===== config.mk =====
export PLATFORM = sky130hd
export DESIGN_NAME = fpst_dp
export DESIGN_NICKNAME = d
export VERILOG_FILES = /design/src/fpst_pkg.sv /design/src/fpst_dp.sv
export SDC_FILE = /design/constraint.sdc
export NUM_CORES = 1
export LEC_CHECK = 0
export ABC_AREA = 1
export BUFFER_PORTS_ARGS = -buffer_cell sky130_fd_sc_hd__buf_2
export CAP_MARGIN = 20
export CORE_AREA = 4 4 168 170
export DETAILED_ROUTE_END_ITERATION = 8
export DIE_AREA = 0 0 172 174
export PLACE_DENSITY_LB_ADDON = 0.15
export SETUP_SLACK_MARGIN = 0.05
export SYNTH_ARGS = -nofsm -noshare
export SYNTH_HDL_FRONTEND = slang
export SYNTH_SLANG_ARGS = --single-unit

===== constraint.sdc =====
create_clock -name aclk -period 4.8 [get_ports aclk]
set_input_delay 0.96 -clock aclk [delete_from_list [all_inputs] [get_ports aclk]]
set_output_delay 0.96 -clock aclk [all_outputs]
set_load 0.05 [all_outputs]

===== src/fpst_pkg.sv =====
`timescale 1ns / 1ps
// ----------------------------------------------------------------------------
// fpst_pkg
// Shared sizes, types and helpers for the Fenwick prefix-sum table.
// ----------------------------------------------------------------------------
package fpst_pkg;

    localparam int SIZE    = 1024;
    localparam int IDX_W   = 11;
    localparam int DELTA_W = 32;
    localparam int SUM_W   = 64;
    localparam int ADDR_W  = $clog2(SIZE);
    // room for a position just above the tree while climbing
    localparam int POS_W   = $clog2(SIZE + 1) + 1;
    localparam int CMP_W   = (POS_W > IDX_W) ? POS_W : IDX_W;

    localparam logic MODE_ADD   = 1'b0;
    localparam logic MODE_QUERY = 1'b1;

    typedef logic [POS_W-1:0]  pos_t;
    typedef logic [ADDR_W-1:0] addr_t;

    typedef enum logic [1:0] {
        ST_CLEAR,
        ST_IDLE,
        ST_WALK
    } state_t;

    typedef struct packed {
        logic load;
        logic mode;
        logic accumulate;
        logic wr_en;
        logic wr_zero;
        logic out_load;
    } dp_ctrl_t;

    function automatic pos_t low_bit(pos_t x);
        return x & (~x + pos_t'(1));
    endfunction

endpackage


===== src/fpst_dp.sv =====
`timescale 1ns / 1ps
// ----------------------------------------------------------------------------
// fpst_dp
// Datapath: one shared 64-bit adder for cell updates and prefix accumulation.
// ----------------------------------------------------------------------------
module fpst_dp (
    input  logic                        aclk,
    input  fpst_pkg::dp_ctrl_t          dp_ctrl,
    input  logic [fpst_pkg::DELTA_W-1:0] s_delta,
    input  logic [fpst_pkg::SUM_W-1:0]   rdata,
    output logic [fpst_pkg::SUM_W-1:0]   wdata,
    output logic [fpst_pkg::SUM_W-1:0]   result
);

    logic [fpst_pkg::DELTA_W-1:0] delta_reg, delta_next;
    logic [fpst_pkg::SUM_W-1:0]   acc_reg, acc_next;
    logic [fpst_pkg::SUM_W-1:0]   delta_ext;
    logic [fpst_pkg::SUM_W-1:0]   sum;

    assign delta_ext = {{(fpst_pkg::SUM_W - fpst_pkg::DELTA_W){delta_reg[fpst_pkg::DELTA_W-1]}},
                        delta_reg};
    assign sum       = rdata + ((dp_ctrl.mode == fpst_pkg::MODE_QUERY) ? acc_reg : delta_ext);
    assign wdata     = dp_ctrl.wr_zero ? '0 : sum;
    assign result    = (dp_ctrl.mode == fpst_pkg::MODE_QUERY) ? acc_reg : '0;

    always_comb begin
        delta_next = delta_reg;
        acc_next   = acc_reg;
        if (dp_ctrl.load) begin
            delta_next = s_delta;
            acc_next   = '0;
        end else if (dp_ctrl.accumulate) begin
            acc_next = sum;
        end
    end

    always_ff @(posedge aclk) begin
        delta_reg <= delta_next;
        acc_reg   <= acc_next;
    end

endmodule


==> Word level (Yosys, flattened, before mapping) <==
Index checks and enable logic that the tools add are counted.
{ "totals": {"input_bits": 103, "memories": 0, "mem_bits_ro": 0, "wordCells": 6, "latchBits": 0, "ramBits": 0, "ff_bits": 96} }
{ "op_classes": {"mul": 0, "bitwise_logic": 0, "shifts": 0, "div_mod_pow": 0, "mux": 3, "add_sub_neg": 1, "n_eq_ne": 0, "n_lt_le_gt_ge": 0, "reduce_logical": 0} }
{ "op_table": {"columns": ["op", "count"], "rows": [
  ["$mux W64", 3],
  ["$add A64 B64 Y64", 1]
]} }

==> Logic depth before layout (Yosys ltp) <==
Gate-level depths: netlist (run 1).
{ "logic_depth": {"depth_word": 3, "mapped_depth": 22, "mapped_depth_nobuf": 21} }

==> Least setup slack after synthesis (run 1) <==
No wires, ideal clock.
{ "synth_path": {"kind": "in2out", "from": "input port dp_ctrl[4] (netlist name)", "to": "output port wdata[62] (netlist name)", "cell_stages": 18, "setup_slack_ps": 81, "required_time_ps": 3840, "arrival_time_ps": 3759, "path_buffers": 1, "path_cell_list": "clkbuf_1 nand2_1 inv_1 a21oi_1 fa_1 inv_1 nand3_1 nand2_2 nand2_1 nand2_1 nand2_1 nand2_2 nand2_2 nand2_2 nand2_1 nand2_1 nand2_1 a21oi_1"} }
{ "synth_between": {"elab_chain_len": 3} }
{ "synth_rtl": {"columns": ["element", "line", "text"], "rows": [
  ["start, declared", "fpst_dp.sv:8", "input fpst_pkg::dp_ctrl_t dp_ctrl,"],
  ["$mux W64", "fpst_dp.sv:22", "assign sum = rdata + ((dp_ctrl.mode == fpst_pkg::MODE_QUERY) ? acc_reg : delta_ext);"],
  ["$add A64 B64 Y64", "fpst_dp.sv:22", null],
  ["$mux W64", "fpst_dp.sv:23", "assign wdata = dp_ctrl.wr_zero ? '0 : sum;"],
  ["end, declared", "fpst_dp.sv:11", "output logic [fpst_pkg::SUM_W-1:0] wdata,"]
]} }
Every way passes these cells.

==> Worst setup path after layout (run 1) <==
Ends and elaborated chain as after synthesis.

==> impl_metrics.ini, run 1 <==
[run_status]
status = finished, final reports clean

[min_path]
holdPathEnd = acc_reg[11]
hold_start = acc_reg[11]
hold_path.class = reg2reg
whs_path_depth = 2

[finish]
fin_area_um2 = 13800
largest_register_ff_count = 64
finish.net_count = 2431
syn_to_final_growth_pct = 30.4
layout_common_cells = 779 x nand2_1, 484 x inv_1, 190 x buf_2
n_antenna_cell = 0
layout_commonest_cell = nand2_1
nFillCells = 2918
fin_util_pct = 51.6
drive_gt1_share_pct = 20.5

[critical_path]
cp.arrival_ns = 3.68
r2r_slack_ns = 1.97
crit_top_cell = nand2_1
r2r_cells = 16
cp.required_ns = 3.84
critical_path_class = in2out
path_delay_family = simple AND/OR/NAND/NOR gates
rr_endpoint = acc_reg[62]
critPathBufInv = 6
cp-start-kind = input port
path_cells = buf_6 -> clkinvlp_4 -> buf_12 -> nand2_8 -> buf_12 -> nand2_1 -> ha_2 -> nand2_1 -> inv_1 -> nand2_1 -> nor2_4 -> nand2_2 -> nor4_4 -> nand2_1 -> nand2_1 -> nand2_1 -> a21oi_1 -> buf_4
slowest_stage = ha_2
critPathMaxStageDelay_ns = 0.38
worst-path-max-fanout = 9
cp-end-kind = output pin
reg2reg_from = delta_reg[31]

[timing]
hold_slack_ns = 0.484
drv_slew = 0
fin_skew_ns = 0.0146
setup_slack_ns = 0.162
rsz0062_at_grt = no
fmax_ghz = 0.216
worst_pin_slew_ns = 0.917
period_needed_ns = 4.64
finalCritPeriodShare_pct = 96.6
setup_violations = 0
slew_headroom_pct = 38.8
final_hold_viol_count = 0

[routing]
dr.pass1.iters = 5
vias = 12100
drt_iter0_drc = 852
viasPerCell = 4.65
ant_nets = 0
routed_wl_mm = 41.3
drc = 0
wl_per_cell_um = 15.8

[floorplanning]
rows = 60
ios = 231
coreArea_um2 = 26700
dieArea_um2 = 29900
start_util_pct = 39.6
die_w_um = 172
die_h_um = 174

[placement]
place_ws_ns = -0.0102
io_buffers = 228
routabilityCongestion = 0.952
placed_area_um2 = 12700
dpl.hpwl_mm = 32.4

[grt]
antenna_found_initial = 0
grt_pass1_vias = 11300
grt_max_degree = 81
grt_pass1_wl_mm = 61.9
grt_usage_pct = 26.5
gr-total-overflow = 0

[clocking]
cts_tree = built
clkSinkCount = 96
cts_root_buf = clkbuf_16
cts_hold_buf = 0
clockBufferDepth = 2
cts_htree_levels = 3
insertion_delay_ns = 0.38
cts_buffers = 9
cts.clk_slew.worst_paths_ns = 0.08

[logic_synthesis]
synth.avg_cell_area_um2 = 5.34
synth_seq_cells = 96
yosys.area.top_type = nand2_1
ys_types = 32
yosysSeqAreaShare_pct = 21.2
ys_warn_count = 0
mappedNetlistArea_um2 = 10600
syn_nets = 2149
synth_cells = 1982
synth_top_cell_area_share_pct = 28.3
synth_area_leaders = nand2_1 28%, inv_1 17%, dfxtp_1 12%

[power]
pwr_density_cell_nw_per_um2 = 305
leakagePower_nw = 9.04
peakVddDrop_mv = 0.169

[job]
drv_cap = 0
-- where the power goes --
| group | internal, mW | switching [mW] |
|---|---|---|
| Combinational | 0.778 | 1.63 |
| Sequential | 0.926 | 0.0371 |
| Clock | 0.383 | 0.450 |
| Total | 2.09 | 2.12 |
-- worst reg2reg max path, cell delays in order, from the launching register on --
cell      delay (ns)
edfxtp_1        0.47
nand2_8         0.16
buf_12          0.16
nand2_1         0.09
ha_2            0.38
nand2_1         0.10
inv_1           0.08
nand2_1         0.15
nor2_4          0.15
nand2_2         0.11
nor4_4          0.35
nand2_1         0.12
nand3_1         0.11
buf_4           0.11
nand3_1         0.06
nand2_1         0.09
inv_1           0.04
-- through the flow --
| step | setup TNS (ns) | cells | power, mW |
|---|---|---|---|
| floorplan | 0 | 1982 | 2.50 |
| global placement | 0 | 2580 | 3.21 |
| finish | 0 | 2610 | 4.21 |
| CTS | 0 | 2597 | 4.08 |
| detailed placement | -0.0102 | 2580 | 3.22 |
| global route | 0 | 2610 | 4.49 |
-- area by class of cell --
class,instances,area [um2],area share [%]
Clock buffer,9,225,1.63
Clock inverter,7,93.8,0.680
Inverter,489,1840,13.3
Multi-Input combinational cell,1357,6800,49.3
Sequential cell,96,2240,16.3
Tap cell,341,427,3.09
Timing Repair Buffer,311,2170,15.7
-- what timing repair did --
item                                    4_1_cts  5_1_grt
buffers inserted                              0        8
pin swaps                                     0       17
gates resized for setup                       7      153
cloned                                        1        5
endpoints found under the setup margin        3       49
-- worst max-delay path by stage --
stage,startpoint,to,slack [ns],cells past startpoint
after detailed placement,dp_ctrl[4],wdata[46],-0.01,21
after global routing,dp_ctrl[4],wdata[60],0.03,19
after floorplan,dp_ctrl[4],wdata[62],0.08,18
after global placement,dp_ctrl[4],wdata[46],0.06,21
final,dp_ctrl[4],wdata[62],0.16,18
after CTS,dp_ctrl[4],wdata[46],0.002,21
-- per-layer routing --
layer | wire length, um | global-route usage, % | vias up | share of wire [%]
met4 | 619 | 5.08 | 0 | 1.5
met1 | 21200 | 41.3 | 5372 | 51
met2 | 16900 | 39.3 | 359 | 41
met5 | 0 | 0 | - | 0
li1 | - | - | 6371 | -
met3 | 2580 | 3.07 | 29 | 6.2
-- logic make-up after synthesis --
group,after synthesis,share of synthesized area [%]
buf+inv,529,18.8
simple gates,1144,43.7
xor+xnor,31,2.57
flops,96,21.2
fa+ha+maj,64,7.64
compound gates,118,6.10
-- synth_stat cells, drive strengths merged --
library cell,count
buf,4
o21bai,2
clkbuf,36
nor2b,8
o21ai,21
a21oi,75
nor3,15
nand3b,6
or2,1
o211ai,15
dfxtp,64
ha,63
xor2,23
edfxtp,32
xnor2,8
a21o,5
nor2,206
nand3,78
nand4,3
nand2,822
nor4,2
inv,489
fa,1
and2,3
No activity file was read; power rests on OpenSTA's default activity.
==> run 2, diff against run 1 <==
--- a/config.mk
+++ b/config.mk
@@ -5,12 +5,12 @@
 export SDC_FILE = /design/constraint.sdc
 export NUM_CORES = 1
 export LEC_CHECK = 0
-export ABC_AREA = 1
 export BUFFER_PORTS_ARGS = -buffer_cell sky130_fd_sc_hd__buf_2
 export CAP_MARGIN = 20
-export CORE_AREA = 4 4 168 170
+export CORE_AREA = 4 4 151 153
 export DETAILED_ROUTE_END_ITERATION = 8
-export DIE_AREA = 0 0 172 174
+export DIE_AREA = 0 0 155 157
+export GPL_ROUTABILITY_DRIVEN = 0
 export PLACE_DENSITY_LB_ADDON = 0.15
 export SETUP_SLACK_MARGIN = 0.05
 export SYNTH_ARGS = -nofsm -noshare
==> run 2 against run 1 <==
The flow now finishes with violations (setup timing). Critical path depth stayed put. Worst hold slack worse by 0.023 ns. Global-route usage hardly changed. Synthesized cell count is 43% lower. Sequential power is 2% higher. Non-clock buffer count is 293 higher. Die area is 19% lower. Via count is 15% lower. Clock power is 2% lower. Critical path type unchanged.
==> impl_metrics.ini, run 2 <==
[min_path]
hold_path.class = reg2reg
holdPathEnd = acc_reg[63]
hold_start = acc_reg[63]
whs_path_depth = 2

[critical_path]
rr_endpoint = acc_reg[63]
reg2reg_from = delta_reg[31]
worst-path-max-fanout = 7
slowest_stage = or3_4
critical_path_class = in2out
critPathMaxStageDelay_ns = 0.41
critPathBufInv = 6
cp.required_ns = 3.84
path_delay_family = compound AO/OA/AOI/OAI gates
cp-start-kind = input port
r2r_slack_ns = 0.36
cp.arrival_ns = 4.14
cp-end-kind = output pin
path_cells = buf_16 -> buf_12 -> and2_4 -> a21o_1 -> ha_4 -> buf_4 -> buf_4 -> buf_4 -> o2111ai_4 -> a21oi_4 -> o2111a_1 -> o21a_1 -> or3_4 -> a41oi_4 -> o21ai_2 -> xnor2_2 -> nor2_4 -> buf_8
crit_top_cell = buf_4
r2r_cells = 27

[grt]
grt_max_degree = 49
grt_pass1_wl_mm = 52.1
gr-total-overflow = 0
antenna_found_initial = 0
grt_pass1_vias = 10100
grt_usage_pct = 26.5

[timing]
setup-tns-final_ns = -5.22
fmax_ghz = 0.196
drv_slew = 0
finalCritPeriodShare_pct = 106
fin_skew_ns = 0.0139
setup_violations = 38
period_needed_ns = 5.10
worst_pin_slew_ns = 0.768
slew_headroom_pct = 48.7
rsz0062_at_grt = yes
final_hold_viol_count = 0
setup_slack_ns = -0.298
hold_slack_ns = 0.461

[clocking]
cts_hold_buf = 0
cts_buffers = 9
cts.clk_slew.worst_paths_ns = 0.08
clkSinkCount = 96
cts_root_buf = clkbuf_16
insertion_delay_ns = 0.37
cts_tree = built
cts_htree_levels = 3
clockBufferDepth = 2

[finish]
layout_commonest_cell = buf_4
drive_gt1_share_pct = 50.7
fin_util_pct = 69.5
n_antenna_cell = 0
syn_to_final_growth_pct = 76.2
nFillCells = 1650
layout_common_cells = 340 x buf_4, 184 x buf_2, 151 x nand2_1
largest_register_ff_count = 64
finish.net_count = 1843

[floorplanning]
ios = 231
dieArea_um2 = 24300
rows = 54
start_util_pct = 39.5
die_w_um = 155
die_h_um = 157
coreArea_um2 = 21600

[logic_synthesis]
syn_nets = 1304
ys_types = 79
ys_async_sr_fraction_pct = 0
yosysSeqAreaShare_pct = 26.4
synth_top_cell_area_share_pct = 15.1
yosys.area.top_type = dfxtp_1
synth_seq_cells = 96
synthTopCellsByCount = 154 x nand2_1, 113 x nor2_1, 86 x a21oi_1
yosys.cell_count.top_type = nand2_1
synth_top_flop_cell = dfxtp_1
synth.avg_cell_area_um2 = 7.48
ys_warn_count = 0
mappedNetlistArea_um2 = 8510
synth_edf_count = 32
synth_cells = 1137
synth_area_leaders = dfxtp_1 15%, edfxtp_1 11%, ha_1 9.3%

[routing]
routed_wl_mm = 33.8
vias = 10300
ant_nets = 0
viasPerCell = 5.27
drt_iter0_drc = 538
drc = 0
dr.pass1.iters = 7
wl_per_cell_um = 17.2

[run_status]
violations = setup timing
status = finished, violations left

[placement]
dpl.hpwl_mm = 24.6
io_buffers = 228

[job]
drv_cap = 0

[power]
leakagePower_nw = 7.41
pwr_density_cell_nw_per_um2 = 339
peakVddDrop_mv = 0.204
-- run 2: changes by cell type after synthesis, moves of 52 or more --
| cell | previous run | this run |
|---|---|---|
| and2_1 | 3 | 55 |
| inv_1 | 486 | 62 |
| nand2_1 | 798 | 154 |
| a21o_1 | 5 | 58 |
| nor2_1 | 194 | 113 |
| nand3_1 | 77 | 12 |
-- run 2: how the worst max path moves through the flow --
stage | startpoint | to | slack (ns) | cells past startpoint
2_1_floorplan | dp_ctrl[4] | wdata[58] | -0.14 | 17
3_3_place_gp | dp_ctrl[4] | wdata[40] | -0.57 | 18
3_5_place_dp | dp_ctrl[4] | wdata[61] | -0.57 | 19
4_1_cts | dp_ctrl[4] | wdata[37] | -0.24 | 15
5_1_grt | dp_ctrl[4] | wdata[62] | -0.39 | 18
6_report | dp_ctrl[4] | wdata[50] | -0.30 | 18
-- run 2: power breakdown --
part           total [mW]  internal (mW)  leakage (nW)  switching [mW]
registers           0.983          0.939         0.841          0.0435
logic                3.27           1.46          6.41            1.81
clock network       0.819          0.423         0.158           0.396
-- run 2: timing repair --
action	in CTS	in global routing
pin swaps	55	71
resized for setup	194	91
endpoints found under the setup margin	45	46
buffers inserted	59	21
gates cloned	1	1
-- run 2: layout make-up --
class,instances,area [um2],area share (%)
clock buffer,9,225,1.50
clock inverter,7,97.6,0.651
inverter,63,249,1.66
multi-input combinational,902,7310,48.8
sequential,96,2240,15.0
tap,280,350,2.34
timing repair buffer,604,4510,30.1
-- run 2: per-stage QoR --
| stage | power [mW] | instances | worst slack [ns] | instance area, um2 |
|---|---|---|---|---|
| final | 5.08 | 1961 | -0.298 | 15000 |
| after global routing | 5.34 | 1961 | -0.391 | 15000 |
| after CTS | 4.89 | 1942 | -0.243 | 14400 |
| after detailed placement | 3.65 | 1866 | -0.568 | 12600 |
| after global placement | 3.62 | 1866 | -0.567 | 12600 |
| after floorplan | 2.71 | 1137 | -0.139 | 9260 |
-- run 2: cells by family after synthesis --
family,synth area share [%]
mux,0.485
flops,26.4
xor+xnor,6.28
buf+inv,6.49
compound gates,25.6
simple gates,25.3
fa+ha+maj,9.50
-- run 2: per-layer routing --
| metal | vias to the layer above | routed length (um) | track usage, % |
|---|---|---|---|
| li1 | 5075 | - | - |
| met1 | 4847 | 14900 | 36.1 |
| met2 | 347 | 15900 | 43.8 |
| met3 | 71 | 1930 | 2.91 |
| met4 | 0 | 1010 | 9.29 |
| met5 | - | 0 | 0 |
-- run 2: worst min-delay path, cell delays in order (launching register included) --
cell and delay (ns):
dfxtp_1 0.32, nand2_1 0.05, a21oi_1 0.05
