===== src/fpst_pkg.sv =====
`timescale 1ns / 1ps
// ----------------------------------------------------------------------------
// fpst_pkg
// Shared sizes, types and helpers for the Fenwick prefix-sum table.
// ----------------------------------------------------------------------------
package fpst_pkg;

    localparam int SIZE    = 1024;
    localparam int IDX_W   = 11;
    localparam int DELTA_W = 32;
    localparam int SUM_W   = 64;
    localparam int ADDR_W  = $clog2(SIZE);
    // room for a position just above the tree while climbing
    localparam int POS_W   = $clog2(SIZE + 1) + 1;
    localparam int CMP_W   = (POS_W > IDX_W) ? POS_W : IDX_W;

    localparam logic MODE_ADD   = 1'b0;
    localparam logic MODE_QUERY = 1'b1;

    typedef logic [POS_W-1:0]  pos_t;
    typedef logic [ADDR_W-1:0] addr_t;

    typedef enum logic [1:0] {
        ST_CLEAR,
        ST_IDLE,
        ST_WALK
    } state_t;

    typedef struct packed {
        logic load;
        logic mode;
        logic accumulate;
        logic wr_en;
        logic wr_zero;
        logic out_load;
    } dp_ctrl_t;

    function automatic pos_t low_bit(pos_t x);
        return x & (~x + pos_t'(1));
    endfunction

endpackage


===== src/fpst_ctrl.sv =====
`timescale 1ns / 1ps
// ----------------------------------------------------------------------------
// fpst_ctrl
// Sequencer: clearing pass, request acceptance and the tree walk.
// ----------------------------------------------------------------------------
module fpst_ctrl (
    input  logic                      aclk,
    input  logic                      aresetn,
    input  logic                      s_valid,
    output logic                      s_ready,
    input  logic                      s_mode,
    input  logic [fpst_pkg::IDX_W-1:0] s_index,
    input  logic                      out_busy,
    output fpst_pkg::dp_ctrl_t        dp_ctrl,
    output logic                      ram_re,
    output fpst_pkg::addr_t           ram_raddr,
    output fpst_pkg::addr_t           ram_waddr
);

    fpst_pkg::state_t state_reg, state_next;
    fpst_pkg::pos_t   pos_reg, pos_next;
    fpst_pkg::pos_t   start_pos;
    fpst_pkg::pos_t   step;
    fpst_pkg::addr_t  waddr_reg, waddr_next;
    fpst_pkg::addr_t  clr_cnt_reg, clr_cnt_next;
    fpst_pkg::addr_t  pos_addr;
    fpst_pkg::pos_t   pos_dec;
    logic             pending_reg, pending_next;
    logic             mode_reg, mode_next;
    logic             pos_live;
    logic             idx_over;
    logic             take;

    assign pos_live = (pos_reg != '0) && (pos_reg <= fpst_pkg::pos_t'(fpst_pkg::SIZE));
    assign pos_dec  = pos_reg - fpst_pkg::pos_t'(1);
    assign pos_addr = pos_dec[fpst_pkg::ADDR_W-1:0];
    assign step     = fpst_pkg::low_bit(pos_reg);
    assign idx_over = fpst_pkg::CMP_W'(s_index) > fpst_pkg::CMP_W'(fpst_pkg::SIZE);
    assign take     = (state_reg == fpst_pkg::ST_IDLE) && s_valid;

    // query beyond the tree clamps, update beyond it touches nothing
    always_comb begin
        if (!idx_over) begin
            start_pos = fpst_pkg::pos_t'(s_index);
        end else if (s_mode == fpst_pkg::MODE_QUERY) begin
            start_pos = fpst_pkg::pos_t'(fpst_pkg::SIZE);
        end else begin
            start_pos = '0;
        end
    end

    always_comb begin
        state_next = state_reg;
        unique case (state_reg)
            fpst_pkg::ST_CLEAR: begin
                if (clr_cnt_reg == fpst_pkg::addr_t'(fpst_pkg::SIZE - 1)) begin
                    state_next = fpst_pkg::ST_IDLE;
                end
            end
            fpst_pkg::ST_IDLE: begin
                if (s_valid) begin
                    state_next = fpst_pkg::ST_WALK;
                end
            end
            fpst_pkg::ST_WALK: begin
                if (!pos_live && !pending_reg && !out_busy) begin
                    state_next = fpst_pkg::ST_IDLE;
                end
            end
            default: state_next = fpst_pkg::ST_CLEAR;
        endcase
    end

    always_comb begin
        s_ready            = 1'b0;
        ram_re             = 1'b0;
        dp_ctrl            = '0;
        dp_ctrl.mode       = mode_reg;
        ram_raddr          = pos_addr;
        ram_waddr          = waddr_reg;
        unique case (state_reg)
            fpst_pkg::ST_CLEAR: begin
                dp_ctrl.wr_en   = 1'b1;
                dp_ctrl.wr_zero = 1'b1;
                ram_waddr       = clr_cnt_reg;
            end
            fpst_pkg::ST_IDLE: begin
                s_ready      = 1'b1;
                dp_ctrl.load = s_valid;
            end
            fpst_pkg::ST_WALK: begin
                ram_re             = pos_live;
                dp_ctrl.accumulate = pending_reg && (mode_reg == fpst_pkg::MODE_QUERY);
                dp_ctrl.wr_en      = pending_reg && (mode_reg == fpst_pkg::MODE_ADD);
                dp_ctrl.out_load   = !pos_live && !pending_reg && !out_busy;
            end
            default: ;
        endcase
    end

    always_comb begin
        pos_next     = pos_reg;
        pending_next = 1'b0;
        waddr_next   = waddr_reg;
        mode_next    = mode_reg;
        clr_cnt_next = clr_cnt_reg;
        if (state_reg == fpst_pkg::ST_CLEAR) begin
            clr_cnt_next = clr_cnt_reg + fpst_pkg::addr_t'(1);
        end
        if (take) begin
            pos_next  = start_pos;
            mode_next = s_mode;
        end
        if ((state_reg == fpst_pkg::ST_WALK) && pos_live) begin
            pending_next = 1'b1;
            waddr_next   = pos_addr;
            pos_next     = (mode_reg == fpst_pkg::MODE_QUERY) ? pos_reg - step
                                                               : pos_reg + step;
        end
    end

    always_ff @(posedge aclk) begin
        if (!aresetn) begin
            state_reg   <= fpst_pkg::ST_CLEAR;
            pos_reg     <= '0;
            pending_reg <= 1'b0;
            waddr_reg   <= '0;
            mode_reg    <= fpst_pkg::MODE_ADD;
            clr_cnt_reg <= '0;
        end else begin
            state_reg   <= state_next;
            pos_reg     <= pos_next;
            pending_reg <= pending_next;
            waddr_reg   <= waddr_next;
            mode_reg    <= mode_next;
            clr_cnt_reg <= clr_cnt_next;
        end
    end

endmodule


===== config.mk =====
export PLATFORM = sky130hd
export DESIGN_NAME = fpst_ctrl
export DESIGN_NICKNAME = d
export VERILOG_FILES = /design/src/fpst_pkg.sv /design/src/fpst_ctrl.sv
export SDC_FILE = /design/constraint.sdc
export NUM_CORES = 1
export LEC_CHECK = 0
export ABC_AREA = 1
export CAP_MARGIN = 20
export CORE_ASPECT_RATIO = 0.5
export CORE_MARGIN = 2
export CORE_UTILIZATION = 70
export CTS_BUF_LIST = sky130_fd_sc_hd__clkbuf_8
export CTS_CLUSTER_DIAMETER = 120
export DETAILED_ROUTE_END_ITERATION = 8
export DONT_BUFFER_PORTS = 1
export PLACE_DENSITY = 0.83
export RECOVER_POWER = 50
export SKIP_CTS_REPAIR_TIMING = 1
export SLEW_MARGIN = 5
export SYNTH_ARGS = -nofsm -noshare
export SYNTH_HDL_FRONTEND = slang
export SYNTH_SLANG_ARGS = --single-unit
export TNS_END_PERCENT = 50

===== constraint.sdc =====
create_clock -name aclk -period 7.1 [get_ports aclk]
set_input_delay 0.355 -clock aclk [delete_from_list [all_inputs] [get_ports aclk]]
set_output_delay 0.355 -clock aclk [all_outputs]
set_load 0.05 [all_outputs]

---- Yosys cells after proc, flatten, opt, wreduce, memory -nomap -nowiden ----
Cells that the tools add are included.
word-level totals
  register bits ........................... 36
  input port bits ......................... 16
cells by class
  equal/unequal tests ..................... 6
  muxes and demuxes ....................... 18
  bitwise gates (word level) .............. 3
  reductions and logical operators ........ 14
  add/subtract/negate cells ............... 5
  $lt $le $gt $ge ......................... 2
operators by type and width
  operator                                                                  count
  12-bit 2-to-1 mux                                                         3
  11-bit 2-to-1 mux                                                         2
  12-bit by 1-bit adder with 12-bit output (second input constant)          1
  12-bit adder                                                              1
  12-bit AND                                                                1
  12-bit by 11-bit <= comparator with 1-bit output (second input constant)  1
  12-bit inverter                                                           1
  12-bit nonzero test                                                       1
  12-bit subtractor                                                         1
  11-bit greater-than comparator (second input constant)                    1
  10-bit by 1-bit adder with 10-bit output (second input constant)          1
  10-bit equality test (second input constant)                              1
  10-bit 2-to-1 mux                                                         1
  10-bit by 1-bit subtractor with 10-bit output (second input constant)     1
  1-bit logical AND                                                         7
  1-bit 2-to-1 mux                                                          7
  2-bit 2-to-1 mux                                                          3
  2-bit != test (second input constant)                                     3
  2-bit case mux with 3 select lines                                        1
  1-bit zero test                                                           3
  3-bit AND reduction                                                       1
  2-bit by 1-bit equality test with 1-bit output (second input constant)    1
  2-bit equality test (second input constant)                               1
  2-bit zero test                                                           1
  3 further kinds                                                           3

---- Depth between registers and ports, before layout ----
Gate-level depths: netlist of run 1.
  depth in word-level cells ............... 7
  gate-level depth with buffers ........... 19
  gate-level depth less buffers ........... 19

---- Worst setup path before layout of run 1 ----
OpenSTA, ideal clock, no wires.
  kind .................................... register -> register
  start point ............................. register pos_reg[0]
  end point ............................... register pos_reg[8]
  path buffers ............................ 0
  data arrival time ....................... 2890 ps
  path slack .............................. 4090 ps
  setup time .............................. 119 ps
  cell stages (with the launch flop) ...... 17
  cell sequence ........................... dfxtp_1 -> inv_1 -> ha_1 -> nand2_1 -> nand3_1 -> nand3b_1 -> nand2_1 -> xor2_1 -> inv_1 -> ha_1 -> a21oi_1 -> o21ai_0 -> a21oi_1 -> o21ai_0 -> or2_2 -> nand2_1 -> a21oi_1
on the way
  longest elaborated chain between the ends .. 6
  elaborated cells between the ends (all ways) .. 12
  classes of those cells .................. 3 x add/sub; 1 x order compare; 2 x mux; 2 x bitwise; 4 x reduce/logical
RTL lines
  what                                               line                                text
  from (decl)                                        fpst_ctrl.sv:21                     fpst_pkg::pos_t pos_reg, pos_next;
  from (signal assigned)                             fpst_ctrl.sv:132                    pos_reg <= pos_next;
  12-bit inverter                                    fpst_pkg.sv:39                      return x & (~x + pos_t'(1));
  12-bit by 1-bit adder with 12-bit output           fpst_pkg.sv:39
  12-bit AND                                         fpst_pkg.sv:39
  12-bit adder or 12-bit subtractor (tied branches)  fpst_ctrl.sv:118, fpst_ctrl.sv:117
  12-bit 2-to-1 mux                                  fpst_ctrl.sv:117                    pos_next = (mode_reg == fpst_pkg::MODE_QUERY) ? pos_reg - step
  12-bit 2-to-1 mux                                  fpst_ctrl.sv:114                    if ((state_reg == fpst_pkg::ST_WALK) && pos_live) begin
Several ways; a longest one is shown, not always the timed one.
A chain may end at the register's enable or synchronous reset.

---- Worst setup path after layout of run 1 ----
  start point ............................. register pos_reg[0]
  end point ............................... register pos_reg[10]
Same word-level chain as after synthesis.

==> key figures, run 1 <==
Synthesis
  – Synth area leaders: dfxtp_1 (26%), nand2_1 (13%), inv_1 (9.4%)
  – FF+latch count, synth: 36
  – Area share of the largest cell type after synthesis: 26.2%
  – Syn Inst Count: 440
  – Mean Syn Cell Area: 6.25 sq um
  – Syn_nets: 471
  – Ys async rst share: 0%
  – Post-synth top flop: dfxtp_1
  – Sequential share of the synthesized area: 26.2%
  – Netlist cell types: 35
  – Number of synthesized flops with an enable pin: 0
  – Mapped cell area: 2750 sq um
  – Yosys warnings: 0
  – Synth area leader: dfxtp_1

Power
  – Cell Pwr Density: 139 nW/um^2
  – Static leakage: 1.43 nW
  – VDD IR max: 0.0876 mV
  – Design Power: 399 uW

Floorplanning
  – Ports: 44
  – Vert. Die Dim: 48.3 microns
  – DIE AREA: 4480 sq um
  – Initial Util: 71.6%
  – Chip Width: 92.7 microns
  – # rows: 16
  – Placeable core area: 3840 sq um

Place
  – Routability cong.: 0.989
  – I/O Buffers: 0
  – HPWL after DPL: 5460 microns
  – DP Cell Count: 487

STA
  – Hold slack final: 178 ps
  – Fmax: 0.289 GHz
  – Slew HR: -7.99%
  – Final Hold Viols: 0
  – # setup viols final: 0
  – Setup_tns: 0 ps
  – RSZ-0062 raised after global routing: false
  – Final Max Slew Viols: 6
  – Min Clock Period, post-route: 3460 ps
  – Clock Skew: 8.73 ps
  – Period utilization: 48.7%
  – Slew @ Worst Pin: 1610 ps

Hold path
  – Worst Hold Class: primary input to register

Clock tree
  – CTS tree: done
  – CTS Buffer Depth: 2
  – Clock transition at the registers of the reported paths: 80 ps
  – CTS H-tree lvls: 2
  – Clk Latency, worst-skew pair: 290 ps
  – Clock root cell: clkbuf_8
  – Num CTS Buffers: 5
  – CTS sink cnt: 36

Routing
  – Via count: 2846
  – # DRC: 0
  – Iter 0 DRT Violations: 325
  – Final WL: 7250 microns
  – Routed Antenna Nets: 0
  – Drt pass-1 iters: 5
  – Wire length per cell: 14.6 microns
  – Drt via density: 5.75

Cells and area
  – Leading cell type in the layout, fill and taps excluded: nand2_1
  – Final Util: 74.9%
  – Share of cells above drive strength 1: 4.99%
  – Fin cells: 495
  – Fin nets: 471
  – Max FFs per register: 12
  – Synth-to-layout area growth: 4.68%
  – Antenna diodes: 0
  – Most frequent cells in the layout: nand2_1 (92), inv_1 (70), nor2_1 (56), o21ai_0 (37), dfxtp_1 (36)

Outcome
  – Outcome: complete, but fails checks
  – Failing checks: max-capacitance violations, max-slew violations

Global routing
  – Largest net degree at the start of global routing: 26
  – GRT Overall Usage: 33.9%
  – Number of global-route vias before repair: 2624
  – Global route overflow: 0
  – Initial antenna violation count: 0
  – Global-route wire length before repair: 12100 microns

Setup path
  – Critical path class: register to register
  – Worst Path Required: 7330 ps
  – CP Max Fanout: 7
  – Crit path arrival time: 3690 ps
  – CP startpoint kind: register
  – Crit. End Element: register

Flow run
  – Max_cap viols: 10
-- where the power goes --
group          internal [mW]  switching (mW)
Combinational        0.00366          0.0123
Sequential             0.203         0.00130
Clock                  0.103          0.0760
-- through the flow --
stage | area (sq um) | worst slack [ps]
after floorplan | 2750 | 4090
after global routing | 2880 | 3220
after CTS | 2900 | 3670
final | 2880 | 3640
after global placement | 2790 | 3790
after detailed placement | 2790 | 3710
-- worst paths after layout --
path | from | to | slack, ps | cells past startpoint
hold / removal | aresetn | pos_reg[4] | 180 | 2
setup reg to reg | pos_reg[0] | pos_reg[10] | 3640 | 18
hold reg to reg | clr_cnt_reg[7] | clr_cnt_reg[7] | 480 | 2
setup / recovery | pos_reg[0] | pos_reg[10] | 3640 | 18
-- per-layer routing --
layer | vias to the layer above | wire length (microns) | track usage [%]
li1 | 1414 | - | -
met1 | 1269 | 3190 | 46.8
met2 | 154 | 3110 | 54.3
met3 | 9 | 876 | 10.3
met4 | 0 | 75 | 5.15
met5 | - | 0 | 0
-- worst max-delay path: stages, from the launching register on --
cell and delay, ps:
dfxtp_1 400, inv_1 290, ha_1 400, nand2_1 150, nand3_1 100, nand3b_1 210, nor2_1 260, a31oi_1 150
xor2_1 230, inv_1 80, ha_1 340, nand2_1 80, nor2_1 140, nand3_1 100, o2111ai_1 130, nor2_1 70
nor2_1 80, nand2_1 70, a21oi_2 100
-- synthesized netlist by cell type (all sizes together), types with 2 or more instances --
cell type,count
nand2,94
inv,71
nor2,59
o21ai,38
dfxtp,36
nand3,36
a21oi,30
xor2,16
ha,15
nor3,10
o22ai,6
clkbuf,5
buf,4
nand4,4
xnor2,3
a21o,2
a31oi,2
clkinv,2
o31ai,2
-- cell families after synthesis --
family	after synthesis	synth area share [%]
AOI/OAI and AO/OA	83	17.0
DFF	36	26.2
and+or+nand+nor	205	32.2
adders and majority gates	15	6.82
xor gates and xnor gates	19	6.05
buffers and inverters	82	11.8
-- layout make-up --
| cell class | count | area [sq um] |
|---|---|---|
| clock inverters | 3 | 38.8 |
| fillers | 337 | 963 |
| repair buffers | 2 | 11.3 |
| inverters | 73 | 274 |
| well taps | 54 | 67.6 |
| clock buffers | 5 | 68.8 |
| flip-flops and latches | 36 | 721 |
| multi-input cells | 322 | 1700 |
Note: power is estimated with default switching activity, not from simulation.
==> run 2: changes to the inputs <==
Settings changed: CORE_UTILIZATION 70 to 66, PLACE_DENSITY 0.83 to 0.79.
Clock period 7.1 ns to 3.45 ns, I/O delays scaled along.
==> run 2 against run 1 <==
The flow still finishes with violations (max-capacitance violations, max-slew violations). Clock skew is 3.5 ps higher. Critical path depth grew 1. Worst hold slack lost 180 ps. Combinational power increased by 120%. Routed wire length rose by 2.8%. Critical path type unchanged. Largest cell class unchanged. Largest power group unchanged. Utilization is 0.32 points lower. Register-to-register slack worse by 3400 ps. Via count is 2.1% higher. Global-route usage is 0.98 points lower. Critical endpoint unchanged. Design area is 2.2% higher. First-iteration DRC count increased by 4.9%.
==> key figures, run 2 (synthesis gave the netlist of run 1 again) <==
Outcome
  – Outcome: complete, but fails checks
  – Failing checks: max-capacitance violations, max-slew violations

Cells and area
  – Antenna diodes: 0 (unchanged)
  – Leading cell type in the layout, fill and taps excluded: nand2_1
  – Most frequent cells in the layout: nand2_1 (93), inv_1 (70), nor2_1 (55), dfxtp_1 (36), nand3_1 (34)
  – Fin nets: 481 (+2.1%)
  – Share of cells above drive strength 1: 5.99% (+1.0 points)
  – Max FFs per register: 12 (unchanged)
  – Synth-to-layout area growth: 6.96%
  – Final Util: 74.6% (-0.32 points)

Routing
  – Iter 0 DRT Violations: 341 (+4.9%)
  – Drt via density: 5.75 (about the same)
  – # DRC: 0 (unchanged)
  – Final WL: 7450 microns (+2.8%)
  – Drt pass-1 iters: 7 (+2)
  – Via count: 2906 (+2.1%)
  – Wire length per cell: 14.8 microns (+0.76%)
  – Routed Antenna Nets: 0 (unchanged)

Hold path
  – Worst Hold Class: primary input to register

STA
  – Slew @ Worst Pin: 1500 ps (-103 ps)
  – Fin worst setup slack: 259 ps (-3380 ps)
  – RSZ-0062 raised after global routing: false
  – Slew HR: -1.24% (+6.8 points)
  – Fmax: 0.313 GHz (+8.4%)
  – Final Hold Viols: 0 (unchanged)
  – Hold slack final: 0.778 ps (-177 ps)
  – Final Max Slew Viols: 1 (-5)
  – Period utilization: 92.5% (+44 points)
  – Setup_tns: 0 ps (unchanged)
  – Clock Skew: 12.2 ps (+3.47 ps)
  – # setup viols final: 0 (unchanged)
  – Min Clock Period, post-route: 3190 ps (-269 ps)

Power
  – Static leakage: 1.45 nW (+1.6%)
  – Cell internal pwr: 639 uW (+110%)
  – Comb pwr share: 4.3% (+0.3 points)
  – Cell Pwr Density: 280 nW/um^2 (+100%)
  – Sw frac: 22.4% (about the same)
  – Sequential Power Share: 51.1% (about the same)
  – Clock power frac: 44.6% (-0.2 points)
  – Switching pwr: 185 uW (+110%)
  – VDD IR max: 0.169 mV (+93%)

Floorplanning
  – Vert. Die Dim: 49.7 microns (+2.7%)
  – Initial Util: 69.8% (-1.8 points)
  – Chip Width: 95.3 microns (+2.9%)
  – DIE AREA: 4730 sq um (+5.7%)
  – # rows: 16 (unchanged)
  – Placeable core area: 3940 sq um (+2.6%)
  – Ports: 44 (unchanged)

Setup path
  – CP delay by family, top: simple AND/OR/NAND/NOR gates
  – Critical path class: register to register
  – Crit-path slowest cell: dfxtp_1
  – Crit. End Element: register
  – Worst stage delay on the critical path: 410 ps (about the same)
  – CP startpoint kind: register
  – Crit-path cells: inv_1, buf_4, ha_1, inv_1, nand3_1, nand3b_1, nor2_2, a31oi_1, xor2_1, inv_1, ha_1, nand2_1, nor2_1, nand3_1, o2111ai_1, nor2_1, nor2_1, nand2_1, a21oi_2
  – Worst Path Required: 3670 ps (-3660 ps)
  – Crit path buf inv count: 4 (+2)
  – Crit path arrival time: 3410 ps (-280 ps)
  – CP Max Fanout: 5 (-2)

Clock tree
  – Clock root cell: clkbuf_8
  – CTS sink cnt: 36 (unchanged)
  – Num CTS Buffers: 5 (unchanged)
  – Clock transition at the registers of the reported paths: 80 ps (about the same)
  – Clk Latency, worst-skew pair: 290 ps (about the same)
  – CTS H-tree lvls: 2 (unchanged)
  – CTS tree: done
  – CTS Buffer Depth: 2 (unchanged)

Global routing
  – Largest net degree at the start of global routing: 26 (unchanged)
  – Number of global-route vias before repair: 2511 (-4.3%)
  – GRT Overall Usage: 33.0% (-0.98 points)
  – Global-route wire length before repair: 12000 microns (-0.35%)
  – Initial antenna violation count: 0 (unchanged)
  – Global route overflow: 0 (unchanged)

Place
  – Pre-CTS setup slack: 291 ps (-3420 ps)
  – Routability cong.: 1.01 (+2.1%)
  – HPWL after DPL: 5620 microns (+3.1%)
  – I/O Buffers: 0 (unchanged)

Flow run
  – Max_cap viols: 1 (-9)
==> run 2: cell count changes in the layout (fill, tap and decap cells not counted), sizes merged <==
cell / delta
buf: +3
clkbuf: +6
dlygate4sd3: +1
==> run 2: through the flow <==
stage | power, mW | std cells | area [sq um]
floorplan | 0.460 | 440 | 2750
global placement | 0.463 | 496 | 2860
detailed placement | 0.465 | 496 | 2860
CTS | 0.827 | 504 | 2970
global route | 0.851 | 505 | 2940
finish | 0.824 | 505 | 2940
==> run 2: per-layer routing <==
metal	global-route usage (%)	wire length [microns]	part of all wire, %
met5	0	0	0
met1	47.0	3380	45
met2	48.1	3090	41
met3	10.1	872	12
met4	8.94	111	1.5
==> run 2: worst paths after layout <==
path / start / end / slack (ps) / depth (start not counted)
worst max register to register: pos_reg[0] / pos_reg[10] / 260 / 19
worst min-delay path: aresetn / pos_reg[4] / 0.8 / 2
worst min register to register: waddr_reg[6] / waddr_reg[6] / 480 / 2
worst max-delay path: pos_reg[0] / pos_reg[10] / 260 / 19
==> run 2: worst register-to-register path, cell delays in order (launching register included) <==
cell,delay (ps)
dfxtp_1,410
inv_1,90
buf_4,200
ha_1,220
inv_1,50
nand3_1,100
nand3b_1,210
nor2_2,230
a31oi_1,130
xor2_1,220
inv_1,110
ha_1,340
nand2_1,90
nor2_1,140
nand3_1,100
o2111ai_1,160
nor2_1,80
nor2_1,90
nand2_1,70
a21oi_2,110
==> run 2: area by class of cell <==
type / instances / area [sq um]
clock buffers: 5 / 68.8
repair buffers: 12 / 66.3
flip-flops and latches: 36 / 721
inverters: 73 / 274
clock inverters: 3 / 38.8
multi-input cells: 322 / 1710
well taps: 54 / 67.6
fillers: 340 / 1000
==> run 2: power by group through the flow <==
stage / combinational, mW / sequential (mW) / clock, mW
finish: 0.0356 / 0.421 / 0.368
global route: 0.0391 / 0.421 / 0.391
global placement: 0.0330 / 0.430 / 0
CTS: 0.0346 / 0.421 / 0.372
detailed placement: 0.0344 / 0.430 / 0
floorplan: 0.0305 / 0.430 / 0
